## src/rtl/core/errm_pkg.sv

```systemverilog
// ----------------------------------------------------------------------------
// errm_pkg
// Shared types and constants for the echo request/reply matcher.
// ----------------------------------------------------------------------------
`timescale 1ns / 1ps
`default_nettype none

package errm_pkg;

  localparam int PENDING_DEPTH  = 16;
  localparam int ANSWERED_DEPTH = 16;

  localparam int SEQ_W   = 16;
  localparam int TIME_W  = 32;
  localparam int COUNT_W = 32;
  localparam int STAT_W  = 3;

  // Ring pointer width; a single-entry ring still keeps a one-bit pointer.
  localparam int APTR_W = (ANSWERED_DEPTH > 1) ? $clog2(ANSWERED_DEPTH) : 1;

  typedef enum logic [STAT_W-1:0] {
    ST_STORED    = 3'd0,
    ST_FULL      = 3'd1,
    ST_MATCHED   = 3'd2,
    ST_DUP       = 3'd3,
    ST_UNMATCHED = 3'd4
  } status_t;

  typedef enum logic [0:0] {
    S_IDLE = 1'b0,
    S_EXEC = 1'b1
  } state_t;

  // Commands from the controller to the datapath.
  typedef struct packed {
    logic capture;   // register the item and the table lookup
    logic commit;    // update the tables and register the result
  } cmd_t;

endpackage

`default_nettype wire

```

## src/rtl/core/errm_ctrl.sv

```systemverilog
// ----------------------------------------------------------------------------
// errm_ctrl
// Two-state sequencer: lookup on the accept cycle, table update on the next.
// ----------------------------------------------------------------------------
`timescale 1ns / 1ps
`default_nettype none

module errm_ctrl (
  input  wire logic           clk,
  input  wire logic           rst_n,
  input  wire logic           start,
  output logic                busy,
  output errm_pkg::cmd_t      cmd
);

  errm_pkg::state_t state_r;
  errm_pkg::state_t state_nxt;

  always_ff @(posedge clk) begin
    if (!rst_n) begin
      state_r <= errm_pkg::S_IDLE;
    end else begin
      state_r <= state_nxt;
    end
  end

  always_comb begin
    state_nxt   = state_r;
    busy        = 1'b0;
    cmd.capture = 1'b0;
    cmd.commit  = 1'b0;
    case (state_r)
      errm_pkg::S_IDLE: begin
        if (start) begin
          cmd.capture = 1'b1;
          state_nxt   = errm_pkg::S_EXEC;
        end
      end
      errm_pkg::S_EXEC: begin
        busy       = 1'b1;
        cmd.commit = 1'b1;
        state_nxt  = errm_pkg::S_IDLE;
      end
      default: begin
        state_nxt = errm_pkg::S_IDLE;
      end
    endcase
  end

endmodule

`default_nettype wire

```

## src/rtl/core/errm_dp.sv

```systemverilog
// ----------------------------------------------------------------------------
// errm_dp
// Pending table, answered ring, unmatched counter and result registers.
// ----------------------------------------------------------------------------
`timescale 1ns / 1ps
`default_nettype none

module errm_dp (
  input  wire logic                            clk,
  input  wire logic                            rst_n,
  input  wire errm_pkg::cmd_t                  cmd,
  input  wire logic                            in_func,
  input  wire logic [errm_pkg::SEQ_W-1:0]      in_seq,
  input  wire logic [errm_pkg::TIME_W-1:0]     in_time_us,
  output logic                                 out_valid,
  output logic [errm_pkg::STAT_W-1:0]          out_status,
  output logic [errm_pkg::TIME_W-1:0]          out_rtt_us,
  output logic [errm_pkg::COUNT_W-1:0]         out_unmatched_total
);

  localparam int PD = errm_pkg::PENDING_DEPTH;
  localparam int AD = errm_pkg::ANSWERED_DEPTH;

  // Pending table, kept packed with slot 0 the newest.
  logic [PD-1:0]                      pend_valid_r;
  logic [PD-1:0]                      pend_valid_nxt;
  logic [errm_pkg::SEQ_W-1:0]         pend_seq_r   [PD];
  logic [errm_pkg::SEQ_W-1:0]         pend_seq_nxt [PD];
  logic [errm_pkg::TIME_W-1:0]        pend_time_r  [PD];
  logic [errm_pkg::TIME_W-1:0]        pend_time_nxt[PD];

  // Answered ring.
  logic [AD-1:0]                      ans_valid_r;
  logic [errm_pkg::SEQ_W-1:0]         ans_seq_r[AD];
  logic [errm_pkg::APTR_W-1:0]        ans_wptr_r;
  logic [errm_pkg::APTR_W-1:0]        ans_wptr_nxt;

  logic [errm_pkg::COUNT_W-1:0]       unmatched_cnt_r;
  logic [errm_pkg::COUNT_W-1:0]       unmatched_cnt_nxt;

  // Captured item and lookup results.
  logic                               req_func_r;
  logic [errm_pkg::SEQ_W-1:0]         req_seq_r;
  logic [errm_pkg::TIME_W-1:0]        req_time_r;
  logic [PD-1:0]                      hit_r;
  logic [PD-1:0]                      hit_nxt;
  logic [PD-1:0]                      tail_r;
  logic [PD-1:0]                      tail_nxt;
  logic                               dup_r;
  logic                               dup_nxt;

  logic                               out_valid_r;
  errm_pkg::status_t                  out_status_r;
  errm_pkg::status_t                  status_nxt;
  logic [errm_pkg::TIME_W-1:0]        out_rtt_r;
  logic [errm_pkg::TIME_W-1:0]        rtt_nxt;
  logic [errm_pkg::TIME_W-1:0]        sent_time;
  logic                               hit_any;
  logic                               full;
  logic                               do_insert;
  logic                               do_remove;

  // Lookup on the accept cycle: the tables do not change while idle.
  always_comb begin
    logic found;
    found   = 1'b0;
    hit_nxt = '0;
    dup_nxt = 1'b0;
    for (int i = 0; i < PD; i++) begin
      if (!found && pend_valid_r[i] && (pend_seq_r[i] == in_seq)) begin
        hit_nxt[i] = 1'b1;
        found      = 1'b1;
      end
      // Slots at or behind the hit move up by one on removal.
      tail_nxt[i] = found;
    end
    for (int j = 0; j < AD; j++) begin
      if (ans_valid_r[j] && (ans_seq_r[j] == in_seq)) begin
        dup_nxt = 1'b1;
      end
    end
  end

  always_ff @(posedge clk) begin
    if (cmd.capture) begin
      req_func_r <= in_func;
      req_seq_r  <= in_seq;
      req_time_r <= in_time_us;
      hit_r      <= hit_nxt;
      tail_r     <= tail_nxt;
      dup_r      <= dup_nxt;
    end
  end

  assign hit_any   = |hit_r;
  assign full      = pend_valid_r[PD-1];
  assign do_insert = cmd.commit && !req_func_r && !full;
  assign do_remove = cmd.commit && req_func_r && hit_any;

  always_comb begin
    sent_time = '0;
    for (int i = 0; i < PD; i++) begin
      if (hit_r[i]) begin
        sent_time = sent_time | pend_time_r[i];
      end
    end
  end

  always_comb begin
    rtt_nxt           = '0;
    unmatched_cnt_nxt = unmatched_cnt_r;
    if (!req_func_r) begin
      status_nxt = full ? errm_pkg::ST_FULL : errm_pkg::ST_STORED;
    end else if (hit_any) begin
      status_nxt = errm_pkg::ST_MATCHED;
      rtt_nxt    = req_time_r - sent_time;
    end else if (dup_r) begin
      status_nxt = errm_pkg::ST_DUP;
    end else begin
      status_nxt = errm_pkg::ST_UNMATCHED;
      if (unmatched_cnt_r != '1) begin
        unmatched_cnt_nxt = unmatched_cnt_r + 1'b1;
      end
    end
  end

  // Pending table next state: shift in at slot 0, or close the gap at the hit.
  always_comb begin
    pend_valid_nxt = pend_valid_r;
    for (int i = 0; i < PD; i++) begin
      pend_seq_nxt[i]  = pend_seq_r[i];
      pend_time_nxt[i] = pend_time_r[i];
    end
    if (do_insert) begin
      for (int i = PD - 1; i > 0; i--) begin
        pend_valid_nxt[i] = pend_valid_r[i-1];
        pend_seq_nxt[i]   = pend_seq_r[i-1];
        pend_time_nxt[i]  = pend_time_r[i-1];
      end
      pend_valid_nxt[0] = 1'b1;
      pend_seq_nxt[0]   = req_seq_r;
      pend_time_nxt[0]  = req_time_r;
    end else if (do_remove) begin
      for (int i = 0; i < PD - 1; i++) begin
        if (tail_r[i]) begin
          pend_valid_nxt[i] = pend_valid_r[i+1];
          pend_seq_nxt[i]   = pend_seq_r[i+1];
          pend_time_nxt[i]  = pend_time_r[i+1];
        end
      end
      pend_valid_nxt[PD-1] = 1'b0;
    end
  end

  always_comb begin
    if (ans_wptr_r == errm_pkg::APTR_W'(AD - 1)) begin
      ans_wptr_nxt = '0;
    end else begin
      ans_wptr_nxt = ans_wptr_r + 1'b1;
    end
  end

  always_ff @(posedge clk) begin
    if (!rst_n) begin
      pend_valid_r    <= '0;
      ans_valid_r     <= '0;
      ans_wptr_r      <= '0;
      unmatched_cnt_r <= '0;
      out_valid_r     <= 1'b0;
    end else begin
      out_valid_r <= cmd.commit;
      if (cmd.commit) begin
        pend_valid_r    <= pend_valid_nxt;
        unmatched_cnt_r <= unmatched_cnt_nxt;
      end
      if (do_remove) begin
        ans_valid_r[ans_wptr_r] <= 1'b1;
        ans_wptr_r              <= ans_wptr_nxt;
      end
    end
  end

  always_ff @(posedge clk) begin
    if (cmd.commit) begin
      for (int i = 0; i < PD; i++) begin
        pend_seq_r[i]  <= pend_seq_nxt[i];
        pend_time_r[i] <= pend_time_nxt[i];
      end
      out_status_r <= status_nxt;
      out_rtt_r    <= rtt_nxt;
    end
    if (do_remove) begin
      ans_seq_r[ans_wptr_r] <= req_seq_r;
    end
  end

  assign out_valid           = out_valid_r;
  assign out_status          = out_status_r;
  assign out_rtt_us          = out_rtt_r;
  // The counter changes only on a commit, so it holds through the result cycle.
  assign out_unmatched_total = unmatched_cnt_r;

endmodule

`default_nettype wire

```

## src/rtl/core/echo_request_reply_matcher_core.sv

```systemverilog
// ----------------------------------------------------------------------------
// echo_request_reply_matcher_core
// Matches echo replies to outstanding requests and reports round-trip time.
// ----------------------------------------------------------------------------
//  Channel  | Ports                                   | Handshake
//  ---------+-----------------------------------------+------------------------
//  input    | in_func, in_seq, in_time_us             | start high, busy low
//  result   | out_status, out_rtt_us,                 | out_valid for one cycle
//           | out_unmatched_total                     |
//
// For each item, the accept cycle compares the sequence number
// against all pending and answered entries in parallel, and the next cycle
// updates the tables and registers the result. busy is high in that update
// cycle only. Reset is synchronous and clears the valid bits, the ring pointer
// and the counter; it needs no clearing pass. The receiver cannot stall; a
// result is shown once while the next item may already be accepted.
// ----------------------------------------------------------------------------
`timescale 1ns / 1ps
`default_nettype none

module echo_request_reply_matcher_core (
  input  wire logic                            clk,
  input  wire logic                            rst_n,
  input  wire logic                            start,
  output logic                                 busy,
  input  wire logic                            in_func,
  input  wire logic [errm_pkg::SEQ_W-1:0]      in_seq,
  input  wire logic [errm_pkg::TIME_W-1:0]     in_time_us,
  output logic                                 out_valid,
  output logic [errm_pkg::STAT_W-1:0]          out_status,
  output logic [errm_pkg::TIME_W-1:0]          out_rtt_us,
  output logic [errm_pkg::COUNT_W-1:0]         out_unmatched_total
);

  errm_pkg::cmd_t cmd;

  errm_ctrl u_ctrl (
    .clk   (clk),
    .rst_n (rst_n),
    .start (start),
    .busy  (busy),
    .cmd   (cmd)
  );

  errm_dp u_dp (
    .clk                 (clk),
    .rst_n               (rst_n),
    .cmd                 (cmd),
    .in_func             (in_func),
    .in_seq              (in_seq),
    .in_time_us          (in_time_us),
    .out_valid           (out_valid),
    .out_status          (out_status),
    .out_rtt_us          (out_rtt_us),
    .out_unmatched_total (out_unmatched_total)
  );

endmodule

`default_nettype wire
```

## config.mk

```make
export PLATFORM = sky130hd
export DESIGN_NAME = echo_request_reply_matcher_core
export DESIGN_NICKNAME = d
export VERILOG_FILES = /design/src/rtl/core/errm_pkg.sv /design/src/rtl/core/errm_ctrl.sv /design/src/rtl/core/errm_dp.sv /design/src/rtl/core/echo_request_reply_matcher_core.sv
export SDC_FILE = /design/constraint.sdc
export NUM_CORES = 2
export LEC_CHECK = 0
export BUFFER_PORTS_ARGS = -buffer_cell sky130_fd_sc_hd__buf_2
export CORE_UTILIZATION = 30
export CTS_BUF_LIST = sky130_fd_sc_hd__clkbuf_16
export CTS_CLUSTER_SIZE = 28
export DETAILED_ROUTE_END_ITERATION = 12
export SLEW_MARGIN = 20
export SYNTH_ARGS = -nofsm -noshare
export SYNTH_HDL_FRONTEND = slang
export SYNTH_SLANG_ARGS = --single-unit
```

## constraint.sdc

```tcl
create_clock -name clk -period 9.3 [get_ports clk]
set_input_delay 1.395 -clock clk [delete_from_list [all_inputs] [get_ports clk]]
set_output_delay 1.395 -clock clk [all_outputs]
set_load 0.02 [all_outputs]
```

==> impl_metrics.yaml <==
global_route:
  grt_pass1_wl_um: 250500
  grt_util_all_layers_pct: 17.12
  number_of_global_route_vias_before_repair: 39510
  grt_max_degree: 237
  grt_overflow: 0
  antenna_found_initial: 4
routing:
  first_pass_iters: 12
  routed_wire_length_per_instance_um: 21.21
  dr_total_vias: 40570
  initial_drc_count: 5009
  viasPerCell: 5.103
  routed_wire_length_um: 168600
  route.detailed.drc: 10
  final_antenna_net_count: 0
critical_path:
  timing_worst_setup_path_type: "register to register"
  path_max_fanout: 23
  worst-path-stages: 14
  data_arrival_time_of_the_critical_path_ps: 5730
  cpPeakStageDelay_ps: 940
  worst_path_max_delay_cell: "sky130_fd_sc_hd__a211oi_1"
  critical_path.n_buffers_inverters: 1
  path_cells: "buf_4, a22o_1, a221oi_1, nand4_1, ha_1, fa_1, nor2b_1, o2111ai_1, a211oi_1, nor2_1, o21a_1, o211ai_1, a21oi_1, a31o_2"
  cp-end-kind: "register"
  worstSetupStartpointType: "register"
  rr_worst_depth: 14
  worst_path_dominant_cell_family: "compound AO/OA/AOI/OAI gates"
  worstPathRequired_ps: 9830
power_and_ir_drop:
  cellLeakagePower_nw: 24.26
  power_per_cell_area_nw_per_um2: 194.5
  worst_supply_voltage_drop_on_vdd_mv: 0.1864
placement:
  gp_congestion: 0.8372
  placement.io_buffers: 120
  detailed_place.area_um2: 60050
  dp_hpwl_um: 96470
layout:
  final_layout_size_suffix_gt1_share_pct: 7.647
  area_growth_syn_to_layout_pct: 13.26
  final_cell_area_um2: 64390
  final_net_count: 5437
  num-fill-cells: 18740
clocking:
  cts-root-to-sink-buffers: 3
  clock-sinks: 1209
  cts_tree: "built"
  post_cts_buffers: 0
  cts_hold_repair.buffers: 0
  worstSkewPairLatency_ps: 800
  clkSlewWorstSetupHoldPaths_ps: 60
  cts_resized: 0
  cts_made_buffers: 133
  htree_levels: 4
  ctsRootBufferMaster: "sky130_fd_sc_hd__clkbuf_16"
run:
  cap_viol_max_count: 0
synthesis:
  yosys_register_bits: 1209
  post_synth_xor_area_fraction_pct: 8.581
  ys_flop_type: "sky130_fd_sc_hd__edfxtp_1"
  post_synth_num_cell_types: 61
  yosys.area_share.simple_pct: 20.06
  synth_top_family_by_area: "simple AND/OR/NAND/NOR gates"
  post_synth_mux_area_share_pct: 0.05282
  synth_adder_area_share_pct: 0.8275
  yosysSeqAreaShare_pct: 62.63
  postSynthCellCount: 5323
  synthArstFlopShare_pct: 0
  synth_edf_count: 1139
  synth.top_cell.area_share_pct: 60.16
  netlist_top_cells_area: "sky130_fd_sc_hd__edfxtp_1 60%, sky130_fd_sc_hd__nand2_1 15%, sky130_fd_sc_hd__xnor2_1 6.5%"
  synth.net_count: 5412
  synthesized_area_per_cell_um2: 10.68
  synth.yosys.warnings: 0
  post_synth_instance_area_um2: 56850
  synth_compound_gate_area_share_pct: 5.522
  synth_top_cell_by_area: "sky130_fd_sc_hd__edfxtp_1"
sta:
  rsz0062_at_grt: "false"
  setup-violations-final: 0
  tightestPinTransition_ps: 1171
  timing.max_slew.rel_slack_pct: 21.94
  skew_ps: 32.23
  finalCriticalPeriod_ps: 5204
  hold_viol_final: 0
  timing.final.crit_share_pct: 55.96
  report.final.slew_viol_count: 0
  totalNegativeSetupSlack_ps: 0
  maximum_achievable_frequency_mhz: 192.2
floorplanning:
  die_footprint_um2: 191200
  die_y_um: 437.3
  io-pin-count: 121
  chipWidth_um: 437.3
  num_rows: 159
  core_region_area_um2: 188000
  floorplan.initialDensity_pct: 30.24
run_status:
  outcome: "complete, but fails checks"
  failed_checks: "design-rule violations"
worst_hold_path:
  hold_class: "register to register"
  hold_path_depth: 1
[where the power goes]
part	internal (W)	total, W	switching, W
registers	0.00617	0.00635	0.000181
clock network	0.00298	0.00528	0.00230
logic	0.000280	0.000894	0.000614
total	0.00943	0.0125	0.00309
[kinds of logic (layout without fill, tap and decap cells)]
kind of cell             Yosys count  in the layout
AND/OR/NAND/NOR                 2776           2776
flip-flops                      1209           1209
XOR/XNOR                         557            557
AO/OA/AOI/OAI                    418            418
buffers and inverters            323            453
adder cells (fa/ha/maj)           37             37
multiplexers                       3              3
other                              0              1
[path summary, 6_finish.rpt]
kind                                                          end                             start  slack (ps)
worst max-delay path            u_dp.out_rtt_us[30]$_SDFFCE_PN0P_           u_dp.hit_r[2]$_DFFE_PP_        4100
worst min-delay path             u_dp.ans_valid_r[2]$_SDFFE_PN0P_  u_dp.ans_valid_r[2]$_SDFFE_PN0P_         470
worst max register to register  u_dp.out_rtt_us[30]$_SDFFCE_PN0P_           u_dp.hit_r[2]$_DFFE_PP_        4100
worst min register to register   u_dp.ans_valid_r[2]$_SDFFE_PN0P_  u_dp.ans_valid_r[2]$_SDFFE_PN0P_         470
[synth_stat cells, types with 9 or more instances]
library cell / instances
sky130_fd_sc_hd__nand2_1: 2260
sky130_fd_sc_hd__a22oi_1: 150
sky130_fd_sc_hd__dfxtp_1: 70
sky130_fd_sc_hd__a31oi_1: 9
sky130_fd_sc_hd__nor2_1: 110
sky130_fd_sc_hd__a21oi_1: 32
sky130_fd_sc_hd__or3_1: 11
sky130_fd_sc_hd__xor2_1: 134
sky130_fd_sc_hd__ha_1: 36
sky130_fd_sc_hd__o21ai_0: 35
sky130_fd_sc_hd__inv_1: 22
sky130_fd_sc_hd__edfxtp_1: 1139
sky130_fd_sc_hd__nor2b_1: 13
sky130_fd_sc_hd__nor4_1: 54
sky130_fd_sc_hd__a221oi_1: 54
sky130_fd_sc_hd__nand4_1: 122
sky130_fd_sc_hd__buf_1: 17
sky130_fd_sc_hd__nor3_1: 22
sky130_fd_sc_hd__o21a_1: 19
sky130_fd_sc_hd__nand2b_1: 14
sky130_fd_sc_hd__clkbuf_1: 217
sky130_fd_sc_hd__buf_2: 58
sky130_fd_sc_hd__a22o_1: 53
sky130_fd_sc_hd__nand3_1: 102
sky130_fd_sc_hd__and2_1: 34
sky130_fd_sc_hd__a21o_1: 13
sky130_fd_sc_hd__xnor2_1: 423
sky130_fd_sc_hd__o211a_1: 14
[through the flow]
step	utilization, %	hold WS, ps	std cells	total power (W)	setup slack [ps]
after CTS	34.22	466.9	7947	0.01260	4258
after floorplan	-	440.5	5323	0.006987	3860
after global placement	31.93	446.2	7706	0.007329	4315
final	34.25	465.7	7949	0.01252	4096
after global routing	34.25	478.3	7949	0.01289	3989
after detailed placement	31.94	452.8	7707	0.007348	4281
[area by class of cell]
cell class / count / area [um^2] / area share [%]
Sequential cell: 1209 / 35610 / 55.30
Multi-Input combinational cell: 3791 / 20100 / 31.21
Clock buffer: 134 / 3353 / 5.208
Tap cell: 2495 / 3122 / 4.848
Timing Repair Buffer: 190 / 1175 / 1.825
Clock inverter: 106 / 939.7 / 1.459
Inverter: 23 / 93.84 / 0.1457
Antenna cell: 1 / 2.502 / 0.003886
[routing by layer]
| metal | wire (um) | GRT usage (%) | up-vias |
|---|---|---|---|
| met1 | 71910 | 23.49 | 20000 |
| met4 | 4470 | 5.329 | 0 |
| li1 | - | - | 18400 |
| met2 | 79090 | 27.67 | 1841 |
| met3 | 13130 | 2.655 | 326 |
| met5 | 0 | 0 | - |
[worst register-to-register path: cells and delay by family (launching register included)]
| family | cells | cell delay (ps) |
|---|---|---|
| buffers and inverters | 1 | 430 |
| flip-flops | 1 | 660 |
| AND/OR/NAND/NOR | 3 | 640 |
| AO/OA/AOI/OAI | 8 | 2530 |
| adder cells (fa/ha/maj) | 2 | 710 |
[registers in the layout (all words and copies together) (netlist names), 16 cells and up]
register / flops
u_dp.pend_time_r: 512
u_dp.req_seq_r: 16
u_dp.out_rtt_us: 32
u_dp.out_unmatched_total: 32
u_dp.pend_valid_r: 16
u_dp.ans_seq_r: 256
u_dp.ans_valid_r: 16
u_dp.req_time_r: 32
u_dp.pend_seq_r: 256
[layout by cell type (no fill, tap or decap), types with 17 or more instances in the layout]
cell type                   synthesis  final
sky130_fd_sc_hd__buf_2             58    120
sky130_fd_sc_hd__nand2_1         2260   2244
sky130_fd_sc_hd__clkinv_1           1     24
sky130_fd_sc_hd__nor2_1           110    108
sky130_fd_sc_hd__edfxtp_1        1139   1139
sky130_fd_sc_hd__clkbuf_16          0    134
sky130_fd_sc_hd__buf_4              6     66
sky130_fd_sc_hd__a21oi_1           32     32
sky130_fd_sc_hd__o21a_1            19     19
sky130_fd_sc_hd__a221oi_1          54     54
sky130_fd_sc_hd__a22oi_1          150    150
sky130_fd_sc_hd__clkinv_2           0     17
sky130_fd_sc_hd__nor4_1            54     54
sky130_fd_sc_hd__nor3_1            22     18
sky130_fd_sc_hd__dfxtp_1           70     69
sky130_fd_sc_hd__nand4_1          122    122
sky130_fd_sc_hd__inv_1             22     53
sky130_fd_sc_hd__xnor2_1          423    423
sky130_fd_sc_hd__ha_1              36     36
sky130_fd_sc_hd__nand3_1          102    101
sky130_fd_sc_hd__xor2_1           134    134
sky130_fd_sc_hd__and2_1            34     34
sky130_fd_sc_hd__a22o_1            53     53
sky130_fd_sc_hd__o21ai_0           35     35
Power figures use the tool's default switching activity.
